### src/hdl/kms_pkg.sv
// Package for the key matrix scanner: command codes, configuration register
// indexes, port widths and the low-bit mask helper. No dependencies.
package kms_pkg;

    typedef enum logic {
        CMD_TICK   = 1'b0,
        CMD_SAMPLE = 1'b1
    } t_cmd;

    localparam int CFG_IDX_W  = 2;
    localparam int CFG_DATA_W = 4;
    localparam int ROW_W      = 8;
    localparam int COL_OUT_W  = 3;

    localparam logic [CFG_IDX_W-1:0] REG_COLUMN_COUNT = 2'd0;
    localparam logic [CFG_IDX_W-1:0] REG_ROW_COUNT    = 2'd1;
    localparam logic [CFG_IDX_W-1:0] REG_ROW_SHIFT    = 2'd2;
    localparam logic [CFG_IDX_W-1:0] REG_SCAN_WIDTH   = 2'd3;

    typedef logic [ROW_W-1:0] t_rows;

    // Mask of the n low bits, saturating at the full row width.
    function automatic t_rows low_mask(input logic [CFG_DATA_W-1:0] n);
        t_rows m;
        if (n >= CFG_DATA_W'(ROW_W)) begin
            m = '1;
        end else begin
            m = ROW_W'((9'd1 << n) - 9'd1);
        end
        return m;
    endfunction

endpackage

### src/hdl/kms_if.sv
// Valid/ready channel interfaces for the key matrix scanner: input items
// and result items. Depends on kms_pkg.
interface kms_in_if;
    logic                valid;
    logic                ready;
    logic                cmd;
    kms_pkg::t_rows      row_port;

    modport source (output valid, output cmd, output row_port, input ready);
    modport sink   (input valid, input cmd, input row_port, output ready);
endinterface

interface kms_out_if;
    logic                             valid;
    logic                             ready;
    logic [kms_pkg::COL_OUT_W-1:0]    column;
    kms_pkg::t_rows                   new_presses;
    kms_pkg::t_rows                   column_drive;

    modport source (output valid, output column, output new_presses,
                    output column_drive, input ready);
    modport sink   (input valid, input column, input new_presses,
                    input column_drive, output ready);
endinterface

### src/hdl/kms_row_store.sv
// Previous-row store: one row word per column in a synchronous memory with
// per-entry valid bits and write-to-read forwarding. Depends on kms_pkg.
module kms_row_store #(
    parameter int DEPTH = 8
) (
    input  logic                     i_clk,
    input  logic                     i_rst_n,
    input  logic                     i_clear,
    input  kms_pkg::t_rows           i_reset_value,
    input  logic                     i_rd_en,
    input  logic [$clog2(DEPTH)-1:0] i_rd_addr,
    input  logic                     i_wr_en,
    input  logic [$clog2(DEPTH)-1:0] i_wr_addr,
    input  kms_pkg::t_rows           i_wr_data,
    output kms_pkg::t_rows           o_rd_data
);

    kms_pkg::t_rows   mem [DEPTH];
    logic [DEPTH-1:0] r_valid;
    kms_pkg::t_rows   r_rd_data;
    logic             r_rd_hit;
    logic             r_fwd;
    kms_pkg::t_rows   r_fwd_data;

    always_ff @(posedge i_clk) begin
        if (i_wr_en) begin
            mem[i_wr_addr] <= i_wr_data;
        end
    end

    // An entry never written since reset or a row count change reads as released.
    always_ff @(posedge i_clk) begin
        if (!i_rst_n || i_clear) begin
            r_valid <= '0;
        end else if (i_wr_en) begin
            r_valid[i_wr_addr] <= 1'b1;
        end
    end

    // Capture a same-edge write to the read entry and forward it.
    always_ff @(posedge i_clk) begin
        if (i_rd_en) begin
            r_rd_data  <= mem[i_rd_addr];
            r_rd_hit   <= r_valid[i_rd_addr];
            r_fwd      <= i_wr_en && (i_wr_addr == i_rd_addr);
            r_fwd_data <= i_wr_data;
        end
    end

    assign o_rd_data = r_fwd    ? r_fwd_data :
                       r_rd_hit ? r_rd_data  : i_reset_value;

endmodule

### src/hdl/key_matrix_scanner.sv
// Key matrix scanner, top level. Uses kms_pkg, kms_if and kms_row_store.
// A tick item advances the active column round robin, wrapping at the
// configured column count (capped at COLUMNS, zero acting as one); a sample
// item takes the row port, shifts it right by row_shift, masks it to
// row_count bits and reports rows that went from released (1) to pressed (0)
// since the last sample of the active column, limited to the low scan_width
// bits, then stores the new rows for that column. Every item yields exactly
// one result carrying the active column, the new presses (zero for a tick)
// and the active-low one-hot column drive. Items flow at one per cycle while
// the output does not stall: an item reads the previous-row memory on
// acceptance, the press compare and write-back happen in the compare stage
// as the item leaves it, and a result register decouples the output. A
// sample of the column written in the same cycle is served by forwarding
// inside the row store. Writing column_count returns the active column to
// zero; writing row_count marks every stored row as released. Configure
// only while no item is in flight.
module key_matrix_scanner #(
    parameter int COLUMNS = 8
) (
    input  logic                            i_clk,
    input  logic                            i_rst_n,
    input  logic                            i_cfg_we,
    input  logic [kms_pkg::CFG_IDX_W-1:0]   i_cfg_idx,
    input  logic [kms_pkg::CFG_DATA_W-1:0]  i_cfg_data,
    kms_in_if.sink                          i_in,
    kms_out_if.source                       o_out
);

    localparam int CW = $clog2(COLUMNS);
    localparam logic [kms_pkg::CFG_DATA_W-1:0] ColsMax = kms_pkg::CFG_DATA_W'(COLUMNS);

    // Configuration registers
    logic [kms_pkg::CFG_DATA_W-1:0] r_column_count;
    logic [kms_pkg::CFG_DATA_W-1:0] r_row_count;
    logic [2:0]                     r_row_shift;
    logic [kms_pkg::CFG_DATA_W-1:0] r_scan_width;

    logic [CW-1:0] r_col;

    // Press-compare stage
    logic           r_s1_valid;
    logic           r_s1_sample;
    logic [CW-1:0]  r_s1_col;
    kms_pkg::t_rows r_s1_now;

    // Result register
    logic                          r_out_valid;
    logic [kms_pkg::COL_OUT_W-1:0] r_out_col;
    kms_pkg::t_rows                r_out_presses;
    kms_pkg::t_rows                r_out_drive;

    logic                           accept;
    logic                           s1_move;
    logic                           in_sample;
    logic [kms_pkg::CFG_DATA_W-1:0] used_cols;
    logic [kms_pkg::CFG_DATA_W-1:0] n_col_ext;
    logic [CW-1:0]                  n_col;
    kms_pkg::t_rows                 row_mask;
    kms_pkg::t_rows                 sampled_rows;
    kms_pkg::t_rows                 prev_rows;
    kms_pkg::t_rows                 s1_presses;
    logic                           cfg_col_wr;
    logic                           cfg_row_wr;

    assign cfg_col_wr = i_cfg_we && (i_cfg_idx == kms_pkg::REG_COLUMN_COUNT);
    assign cfg_row_wr = i_cfg_we && (i_cfg_idx == kms_pkg::REG_ROW_COUNT);

    always_ff @(posedge i_clk) begin
        if (!i_rst_n) begin
            r_column_count <= ColsMax;
            r_row_count    <= kms_pkg::CFG_DATA_W'(kms_pkg::ROW_W);
            r_row_shift    <= '0;
            r_scan_width   <= kms_pkg::CFG_DATA_W'(kms_pkg::ROW_W);
        end else if (i_cfg_we) begin
            case (i_cfg_idx)
                kms_pkg::REG_COLUMN_COUNT: r_column_count <= i_cfg_data;
                kms_pkg::REG_ROW_COUNT:    r_row_count    <= i_cfg_data;
                kms_pkg::REG_ROW_SHIFT:    r_row_shift    <= i_cfg_data[2:0];
                kms_pkg::REG_SCAN_WIDTH:   r_scan_width   <= i_cfg_data;
                default: ;
            endcase
        end
    end

    // Handshake: advance the compare stage when the result register frees up.
    assign s1_move    = r_s1_valid && (!r_out_valid || o_out.ready);
    assign i_in.ready = !r_s1_valid || s1_move;
    assign accept     = i_in.valid && i_in.ready;
    assign in_sample  = (i_in.cmd == kms_pkg::CMD_SAMPLE);

    // Round-robin advance: wrap at the clamped column count.
    always_comb begin
        if (r_column_count > ColsMax) begin
            used_cols = ColsMax;
        end else if (r_column_count == '0) begin
            used_cols = kms_pkg::CFG_DATA_W'(1);
        end else begin
            used_cols = r_column_count;
        end
        n_col_ext = kms_pkg::CFG_DATA_W'(r_col) + kms_pkg::CFG_DATA_W'(1);
        if (n_col_ext >= used_cols) begin
            n_col = '0;
        end else begin
            n_col = n_col_ext[CW-1:0];
        end
    end

    always_ff @(posedge i_clk) begin
        if (!i_rst_n || cfg_col_wr) begin
            r_col <= '0;
        end else if (accept && !in_sample) begin
            r_col <= n_col;
        end
    end

    assign row_mask     = kms_pkg::low_mask(r_row_count);
    assign sampled_rows = kms_pkg::ROW_W'(i_in.row_port >> r_row_shift) & row_mask;

    always_ff @(posedge i_clk) begin
        if (!i_rst_n) begin
            r_s1_valid <= 1'b0;
        end else if (accept) begin
            r_s1_valid <= 1'b1;
        end else if (s1_move) begin
            r_s1_valid <= 1'b0;
        end
    end

    always_ff @(posedge i_clk) begin
        if (accept) begin
            r_s1_sample <= in_sample;
            r_s1_col    <= in_sample ? r_col : n_col;
            r_s1_now    <= sampled_rows;
        end
    end

    // Read on acceptance, write back as the item leaves the compare stage.
    kms_row_store #(
        .DEPTH(COLUMNS)
    ) u_store (
        .i_clk        (i_clk),
        .i_rst_n      (i_rst_n),
        .i_clear      (cfg_row_wr),
        .i_reset_value(row_mask),
        .i_rd_en      (accept && in_sample),
        .i_rd_addr    (r_col),
        .i_wr_en      (s1_move && r_s1_sample),
        .i_wr_addr    (r_s1_col),
        .i_wr_data    (r_s1_now),
        .o_rd_data    (prev_rows)
    );

    // New press: released before, pressed now, within the scan width.
    assign s1_presses = r_s1_sample ?
                        (~r_s1_now & prev_rows & kms_pkg::low_mask(r_scan_width)) : '0;

    always_ff @(posedge i_clk) begin
        if (!i_rst_n) begin
            r_out_valid <= 1'b0;
        end else if (s1_move) begin
            r_out_valid <= 1'b1;
        end else if (o_out.ready) begin
            r_out_valid <= 1'b0;
        end
    end

    always_ff @(posedge i_clk) begin
        if (s1_move) begin
            r_out_col     <= kms_pkg::COL_OUT_W'(r_s1_col);
            r_out_presses <= s1_presses;
            r_out_drive   <= ~(kms_pkg::ROW_W'(1) << r_s1_col);
        end
    end

    assign o_out.valid        = r_out_valid;
    assign o_out.column       = r_out_col;
    assign o_out.new_presses  = r_out_presses;
    assign o_out.column_drive = r_out_drive;

    // An accepted item never lands on an occupied compare stage.
    a_no_overrun: assert property (@(posedge i_clk) disable iff (!i_rst_n)
        accept |-> (!r_s1_valid || s1_move))
        else $error("item accepted over a held compare stage");

    // A held result is never replaced.
    a_out_hold: assert property (@(posedge i_clk) disable iff (!i_rst_n)
        s1_move |-> (!r_out_valid || o_out.ready))
        else $error("result register overwritten while stalled");

    // The active column stays below the columns in use.
    a_col_range: assert property (@(posedge i_clk) disable iff (!i_rst_n)
        kms_pkg::CFG_DATA_W'(r_col) < used_cols)
        else $error("active column beyond column count");

    // A tick never reports presses.
    a_tick_quiet: assert property (@(posedge i_clk) disable iff (!i_rst_n)
        (r_s1_valid && !r_s1_sample) |-> (s1_presses == '0))
        else $error("tick item carries presses");

endmodule
### src/flat_wrapper.sv
// flat-port wrapper written by rule: the top's interface ports become plain ports
module key_matrix_scanner_flat 
#(
    parameter int COLUMNS = 8
)
  (i_clk, i_rst_n, i_cfg_we, i_cfg_idx, i_cfg_data, i_in_valid, i_in_cmd, i_in_row_port, i_in_ready, o_out_valid, o_out_column, o_out_new_presses, o_out_column_drive, o_out_ready);
  kms_in_if i_in_i ();
  kms_out_if o_out_i ();
  input  logic i_clk;
  input  logic i_rst_n;
  input  logic i_cfg_we;
  input  logic [kms_pkg::CFG_IDX_W-1:0] i_cfg_idx;
  input  logic [kms_pkg::CFG_DATA_W-1:0] i_cfg_data;
  input wire logic [$bits(i_in_i.valid)-1:0] i_in_valid;
  input wire logic [$bits(i_in_i.cmd)-1:0] i_in_cmd;
  input wire logic [$bits(i_in_i.row_port)-1:0] i_in_row_port;
  output wire logic [$bits(i_in_i.ready)-1:0] i_in_ready;
  output wire logic [$bits(o_out_i.valid)-1:0] o_out_valid;
  output wire logic [$bits(o_out_i.column)-1:0] o_out_column;
  output wire logic [$bits(o_out_i.new_presses)-1:0] o_out_new_presses;
  output wire logic [$bits(o_out_i.column_drive)-1:0] o_out_column_drive;
  input wire logic [$bits(o_out_i.ready)-1:0] o_out_ready;
  assign i_in_i.valid = i_in_valid;
  assign i_in_i.cmd = i_in_cmd;
  assign i_in_i.row_port = i_in_row_port;
  assign i_in_ready = i_in_i.ready;
  assign o_out_valid = o_out_i.valid;
  assign o_out_column = o_out_i.column;
  assign o_out_new_presses = o_out_i.new_presses;
  assign o_out_column_drive = o_out_i.column_drive;
  assign o_out_i.ready = o_out_ready;
  key_matrix_scanner #(.COLUMNS(COLUMNS)) u_core (.i_clk(i_clk), .i_rst_n(i_rst_n), .i_cfg_we(i_cfg_we), .i_cfg_idx(i_cfg_idx), .i_cfg_data(i_cfg_data), .i_in(i_in_i), .o_out(o_out_i));
endmodule
### config.mk
export PLATFORM = sky130hd
export DESIGN_NAME = key_matrix_scanner_flat
export DESIGN_NICKNAME = d
export VERILOG_FILES = /design/src/hdl/kms_pkg.sv /design/src/hdl/kms_if.sv /design/src/hdl/kms_row_store.sv /design/src/hdl/key_matrix_scanner.sv /design/src/flat_wrapper.sv
export SDC_FILE = /design/constraint.sdc
export NUM_CORES = 1
export LEC_CHECK = 0
export ABC_AREA = 1
export BUFFER_PORTS_ARGS = -buffer_cell sky130_fd_sc_hd__buf_2
export CORE_AREA = 2 2 104 106
export CTS_BUF_LIST = sky130_fd_sc_hd__clkbuf_16
export DETAILED_ROUTE_END_ITERATION = 10
export DIE_AREA = 0 0 106 108
export GPL_ROUTABILITY_DRIVEN = 0
export PLACE_DENSITY = 0.76
export SLEW_MARGIN = 40
export SYNTH_ARGS = -nofsm -noshare
export SYNTH_HDL_FRONTEND = slang
export SYNTH_SLANG_ARGS = --single-unit
export TNS_END_PERCENT = 5
### constraint.sdc
create_clock -name i_clk -period 2.35 [get_ports i_clk]
set_input_delay 0.3525 -clock i_clk [delete_from_list [all_inputs] [get_ports i_clk]]
set_output_delay 0.3525 -clock i_clk [all_outputs]
set_load 0.01 [all_outputs]
# ---- Word level (Yosys, flattened, before mapping)
# Memory sizes are Yosys's and may differ from the RTL's. A register that Yosys moved wholly into a read port is not among the register bits.
# Cells that the tools add are included.
dict set report totals {
  regBits 69
  mem_bits_rw 64
  in_bits 20
  wordCells 85
  mem_count 1
}
# memory words width read_ports rd_ports_with_merged_regs wr line_no
set mem_list {}
lappend mem_list {u_core.u_store.mem 8 8 1 1 1 kms_row_store.sv:18} ;# kms_pkg::t_rows mem [DEPTH];
dict set report op_classes {
  add_sub_neg 3
  n_lt_le_gt_ge 7
  eq_ne 4
  n_shift 4
  muxes 18
  n_bitwise 6
  reduce_logical 25
}
# op n
set ops {}
lappend ops {{2-to-1 mux 8 bit} 4}
lappend ops {{bitwise AND 8 bit} 3}
lappend ops {{inverter 8 bit} 2}
lappend ops {{left shift 1 x 4 -> 8 bit, first input constant} 2}
lappend ops {{subtractor 8 x 1 -> 8 bit, second input constant} 2}
lappend ops {{logical AND 1 bit} 9}
lappend ops {{>= comparator 4 bit, second input constant} 2}
lappend ops {{< comparator 3 x 4 -> 1 bit, second input constant} 2}
lappend ops {{2-to-1 mux 1 bit} 8}
lappend ops {{2-to-1 mux 4 bit} 2}
lappend ops {{bitwise OR 8 bit} 1}
lappend ops {{AND reduction 2 bit} 4}
lappend ops {{left shift 1 x 3 -> 8 bit, first input constant} 1}
lappend ops {{>> shifter 8 x 3 -> 8 bit} 1}
lappend ops {{2-to-1 mux 3 bit} 2}
lappend ops {{adder 3 x 1 -> 4 bit, second input constant} 1}
lappend ops {{equality test 2 bit, second input constant} 2}
lappend ops {{>= comparator 4 bit} 1}
lappend ops {{greater-than comparator 4 bit, second input constant} 1}
lappend ops {{zero test 1 bit} 4}
lappend ops {{zero test 4 bit} 1}
lappend ops {{logical OR 1 bit} 4}
lappend ops {{nonzero test 2 bit} 2}
lappend ops {{binary-select mux 1 bit (select 3 bit)} 1}
lappend ops {{5 further kinds} 5}

# ---- Depth between registers and ports, before layout
dict set report depth {
  ltp_word 7
  mapped_depth 10
  ltp_nobuf 8
}

# ---- Modules after synthesis
# A second synthesis with hierarchy kept.
dict set report unflattened {
  cells_unflattened 719
  area_unflattened_um2 6476.2
}
# mod n_inst cells_each area_each_um2 seq_area_each_um2
set by_module_without_submodules {}
lappend by_module_without_submodules {kms_row_store 1 411 3945.0 2622.5}
lappend by_module_without_submodules {key_matrix_scanner 1 308 2531.2 1331.3}

# ---- Worst setup path after synthesis
# No wires, ideal clock.
dict set report synth_path {
  path_kind {input -> register}
  startpoint {input port o_out_ready}
  endpoint {register u_core.u_store.r_fwd, enable pin}
  t_arrival_ps 1455
  required_ps 1957
  slack_ps 502
  stages 4
  path_buffers 0
  path_cell_list {inv_1 -> nand3_1 -> nand2_1 -> nor2_1}
}
dict set report synth_between {
  elab_chain_cells 5
}
# item line_no
set synth_rtl {}
lappend synth_rtl {{start, declared} flat_wrapper.sv:22} ;# input wire logic [$bits(o_out_i.ready)-1:0] o_out_ready;
lappend synth_rtl {{logical OR 1 bit} key_matrix_scanner.sv:86} ;# assign s1_move = r_s1_valid && (!r_out_valid || o_out.ready);
lappend synth_rtl {{logical AND 1 bit} key_matrix_scanner.sv:86}
lappend synth_rtl {{logical OR 1 bit} key_matrix_scanner.sv:87} ;# assign i_in.ready = !r_s1_valid || s1_move;
lappend synth_rtl {{named net i_in_ready} flat_wrapper.sv:17} ;# output wire logic [$bits(i_in_i.ready)-1:0] i_in_ready;
lappend synth_rtl {{logical AND 1 bit} key_matrix_scanner.sv:88} ;# assign accept = i_in.valid && i_in.ready;
lappend synth_rtl {{logical AND 1 bit} key_matrix_scanner.sv:145} ;# .i_rd_en (accept && in_sample),
lappend synth_rtl {{named net u_core.u_store.i_rd_en} kms_row_store.sv:10} ;# input logic i_rd_en,
lappend synth_rtl {{end signal, assigned} kms_row_store.sv:45} ;# r_fwd <= i_wr_en && (i_wr_addr == i_rd_addr);
lappend synth_rtl {{end, declared} kms_row_store.sv:22} ;# logic r_fwd;
# The timed path passes the listed nets, and every way through them passes these cells.
# A chain may end at the register's enable or synchronous reset.

# ---- Final worst setup path
dict set report layout_path {
  startpoint {register u_core.r_col[1]}
  endpoint {register u_core.r_s1_col[1] (data pin)}
}
dict set report layout_between {
  elab_chain_cells 4
}
# item line_no
set layout_rtl {}
lappend layout_rtl {{start, declared} key_matrix_scanner.sv:38} ;# logic [CW-1:0] r_col;
lappend layout_rtl {{start signal, assigned} key_matrix_scanner.sv:112} ;# r_col <= n_col;
lappend layout_rtl {{adder 3 x 1 -> 4 bit} key_matrix_scanner.sv:100} ;# n_col_ext = kms_pkg::CFG_DATA_W'(r_col) + kms_pkg::CFG_DATA_W'(1);
lappend layout_rtl {{>= comparator 4 bit} key_matrix_scanner.sv:101} ;# if (n_col_ext >= used_cols) begin
lappend layout_rtl {{2-to-1 mux 3 bit} key_matrix_scanner.sv:101}
lappend layout_rtl {{2-to-1 mux 3 bit *} key_matrix_scanner.sv:132} ;# r_s1_col <= in_sample ? r_col : n_col;
lappend layout_rtl {{end signal, assigned} key_matrix_scanner.sv:132}
lappend layout_rtl {{end, declared} key_matrix_scanner.sv:43} ;# logic [CW-1:0] r_s1_col;
# Mark *: on every way between the ends. The rest lies on a longest branch, timed or not.

==> results.yml <==
outcome:
  status: "completed"
drt:
  drcViolationCount: 0
  first_pass_iters: 5
  vias: 4521
  drtIter0Drc: 576
  post_drt_via_cell_ratio: 5.86
  wl_per_cell_um: 17.5
  ant_nets: 0
  wirelength_um: 13500
global_route:
  overflow: 0
  track_usage: 0.246
  first_global_vias: 4204
  grt_max_degree: 41
  antenna_found_initial: 0
  grt_pass1_wl_um: 21100
job:
  drv_cap: 0
timing:
  post-route-min-period_ps: 2150
  final.period_utilization: 0.914
  grt_setup_unrepaired: "no"
  max_freq_ghz: 0.466
  tightest_slew_ps: 735
  timing.final.setup_violations: 0
  setup_tns_ps: 0
  fin_skew_ps: 6.12
  slew_headroom: 0.510
  drv_slew: 0
  hold_viol_final: 0
worst_setup_path:
  crit_path_cell_trace: "buf_4 -> inv_2 -> nor3_1 -> ha_1 -> nand2_1 -> inv_1 -> o21ai_0 -> nand4_1 -> o21ai_0"
  worstSetupPathType: "reg -> reg"
  cp_slowest_cell: "dfxtp_1"
  crit_path_max_incr_delay_ps: 390
  cp.required_ps: 2600
  crit_path_frequent_cell: "o21ai_0"
  critPathMaxFanout: 21
  cp-start-kind: "register"
  crit_path_end_kind: "register"
  worstPathArrival_ps: 2400
worst_hold_path:
  min_path_type: "in -> reg"
synthesis:
  synthTopCellsByCount: "113 x edfxtp_1, 93 x nand2_1, 86 x nor2_1"
  synthesis.nets: 603
  synth_top_area_frac: 0.563
  synth.distinct_cells: 32
  synth_area_um2: 6030
  synth_enable_flop_cells: 113
  syn_inst: 576
  synthArstFlopShare: 0
  syn_avg_cell_area_um2: 10.5
  yosysTopAreaCell: "edfxtp_1"
  ys_seq_area_frac: 0.656
  yosys_register_bits: 141
  synth_area_leaders: "edfxtp_1 56%, dfxtp_1 9.3%, nand2_1 5.8%"
  yosys_warnings: 0
  synth_most_common_cell: "edfxtp_1"
  ys.flop_type: "edfxtp_1"
power_and_ir_drop:
  pwr_density_cell_nw_per_um2: 860
  ir_worst_vdd_v: 0.000499
  cellLeakagePower_nw: 2.66
cells_and_area:
  num_antenna_cells: 0
  fin_nets: 649
  fin_area_um2: 6930
  layout-drive-gt1-share: 0.156
  final_cells: 771
  num-fill-cells: 742
  syn2layout_area_growth_pct: 15.0
cts:
  h-tree-depth: 4
  root_buffer: "clkbuf_16"
  clk_pin_slew_worst_paths_ps: 60
  post-cts-setup-buffers: 0
  tritoncts: "yes"
  postCtsHoldBufs: 0
  post_cts_resized: 0
  cts_buffers: 17
  clkSinkCount: 141
  clockBufferDepth: 2
  clk_latency_ps: 410
placement:
  dp_hpwl_um: 9050
  placed_cell_area_um2: 6340
  port_buffers: 40
  placedCellCount: 739
floorplan:
  core_area_um2: 10200
  row_count: 37
  chipHeight_um: 108
  die_area_um2: 11400
  ioPinCount: 41
  initial_core_util: 0.589
  die_w_um: 106
==> cells by family (layout without fill, tap and decap cells) <==
family / Yosys count / count (layout) / share of synthesized area
xor gates and xnor gates: 1 / 1 / 0.00145
AOI/OAI and AO/OA: 124 / 124 / 0.112
DFF: 141 / 141 / 0.656
buffers and inverters: 66 / 125 / 0.0454
and+or+nand+nor: 236 / 236 / 0.170
adders and majority gates: 7 / 7 / 0.0145
muxes: 1 / 1 / 0.00166
==> state kept, by name, summed over array words and instances, names as in the netlist <==
| name | cells |
|---|---|
| u_core.u_store.mem | 64 |
| u_core.o_out.column_drive | 8 |
| u_core.o_out.new_presses | 8 |
| u_core.r_s1_now | 8 |
| u_core.u_store.r_fwd_data | 8 |
| u_core.u_store.r_rd_data | 8 |
| u_core.u_store.r_valid | 8 |
| u_core.r_column_count | 4 |
| u_core.r_row_count | 4 |
| u_core.r_scan_width | 4 |
| u_core.o_out.column | 3 |
| u_core.r_col | 3 |
| u_core.r_row_shift | 3 |
| u_core.r_s1_col | 3 |
| u_core.o_out.valid | 1 |
| u_core.r_s1_sample | 1 |
| u_core.r_s1_valid | 1 |
| u_core.u_store.r_fwd | 1 |
| u_core.u_store.r_rd_hit | 1 |
==> metrics by stage <==
| stage | hold WS [ps] | setup slack [ps] | power (mW) | utilization |
|---|---|---|---|---|
| after detailed placement | 468 | 313 | 3.40 | 0.620 |
| after global placement | 450 | 438 | 3.37 | 0.620 |
| after floorplan | 435 | 502 | 3.23 | - |
| final | 229 | 203 | 5.96 | 0.678 |
| after global routing | 237 | 5.73 | 6.13 | 0.678 |
| after CTS | 220 | 241 | 5.96 | 0.678 |
==> worst paths after layout <==
| check | end | start | slack [ps] | cells past startpoint |
|---|---|---|---|---|
| worst max-delay path | u_core.r_s1_col[1]$_DFFE_PP_ | u_core.r_col[1]$_SDFFE_PP0P_ | 200 | 9 |
| worst min-delay path | u_core.o_out.valid$_SDFFE_PN0P_ | o_out_ready | 230 | 4 |
| worst max register to register | u_core.r_s1_col[1]$_DFFE_PP_ | u_core.r_col[1]$_SDFFE_PP0P_ | 200 | 9 |
| worst min register to register | u_core.u_store.r_valid[5]$_SDFFE_PP0P_ | u_core.u_store.r_valid[5]$_SDFFE_PP0P_ | 480 | 2 |
==> critical path: cells and delay by family (launching register included) <==
family                   cells  cell delay (ps)
AO/OA/AOI/OAI                2              330
adder cells (fa/ha/maj)      1              280
buffers and inverters        3              510
flip-flops                   1              390
AND/OR/NAND/NOR              3              460
==> metal layers <==
layer	routed length [um]	global-route usage	share of wire	up-vias
met2	6530	0.398	0.48	261
li1	-	-	-	2115
met4	347	0.102	0.026	0
met5	0	0	0	-
met1	5450	0.324	0.40	2102
met3	1190	0.0579	0.088	43
==> layout by cell type, fill, tap and decap left out, types with 3 or more instances in the layout <==
master,n
clkbuf_16,20
nand3_1,23
clkinv_2,3
inv_4,3
a21oi_1,27
nor3_1,9
nor3_2,5
o22ai_1,19
inv_1,42
buf_4,5
buf_2,40
dfxtp_1,28
nand4_1,7
o21ai_0,63
nand2_1,93
edfxtp_1,113
inv_2,8
o21ai_1,4
o211ai_1,4
nor2_4,3
nor2_2,7
nor2_1,86
ha_1,7
==> final cells by class <==
type,count,area [um2],area share
multi-input combinational,369,1800,0.260
inverter,48,180,0.0260
timing repair buffer,45,238,0.0343
clock inverter,12,87.6,0.0126
clock buffer,20,500,0.0722
sequential,141,3950,0.570
tap,136,170,0.0245
==> where the power goes <==
part           internal, mW  switching, mW  total (mW)
combinational         0.138          0.303       0.440
sequential             2.82         0.0964        2.92
clock                  1.63          0.975        2.60
No activity file was read; power rests on OpenSTA's default activity.
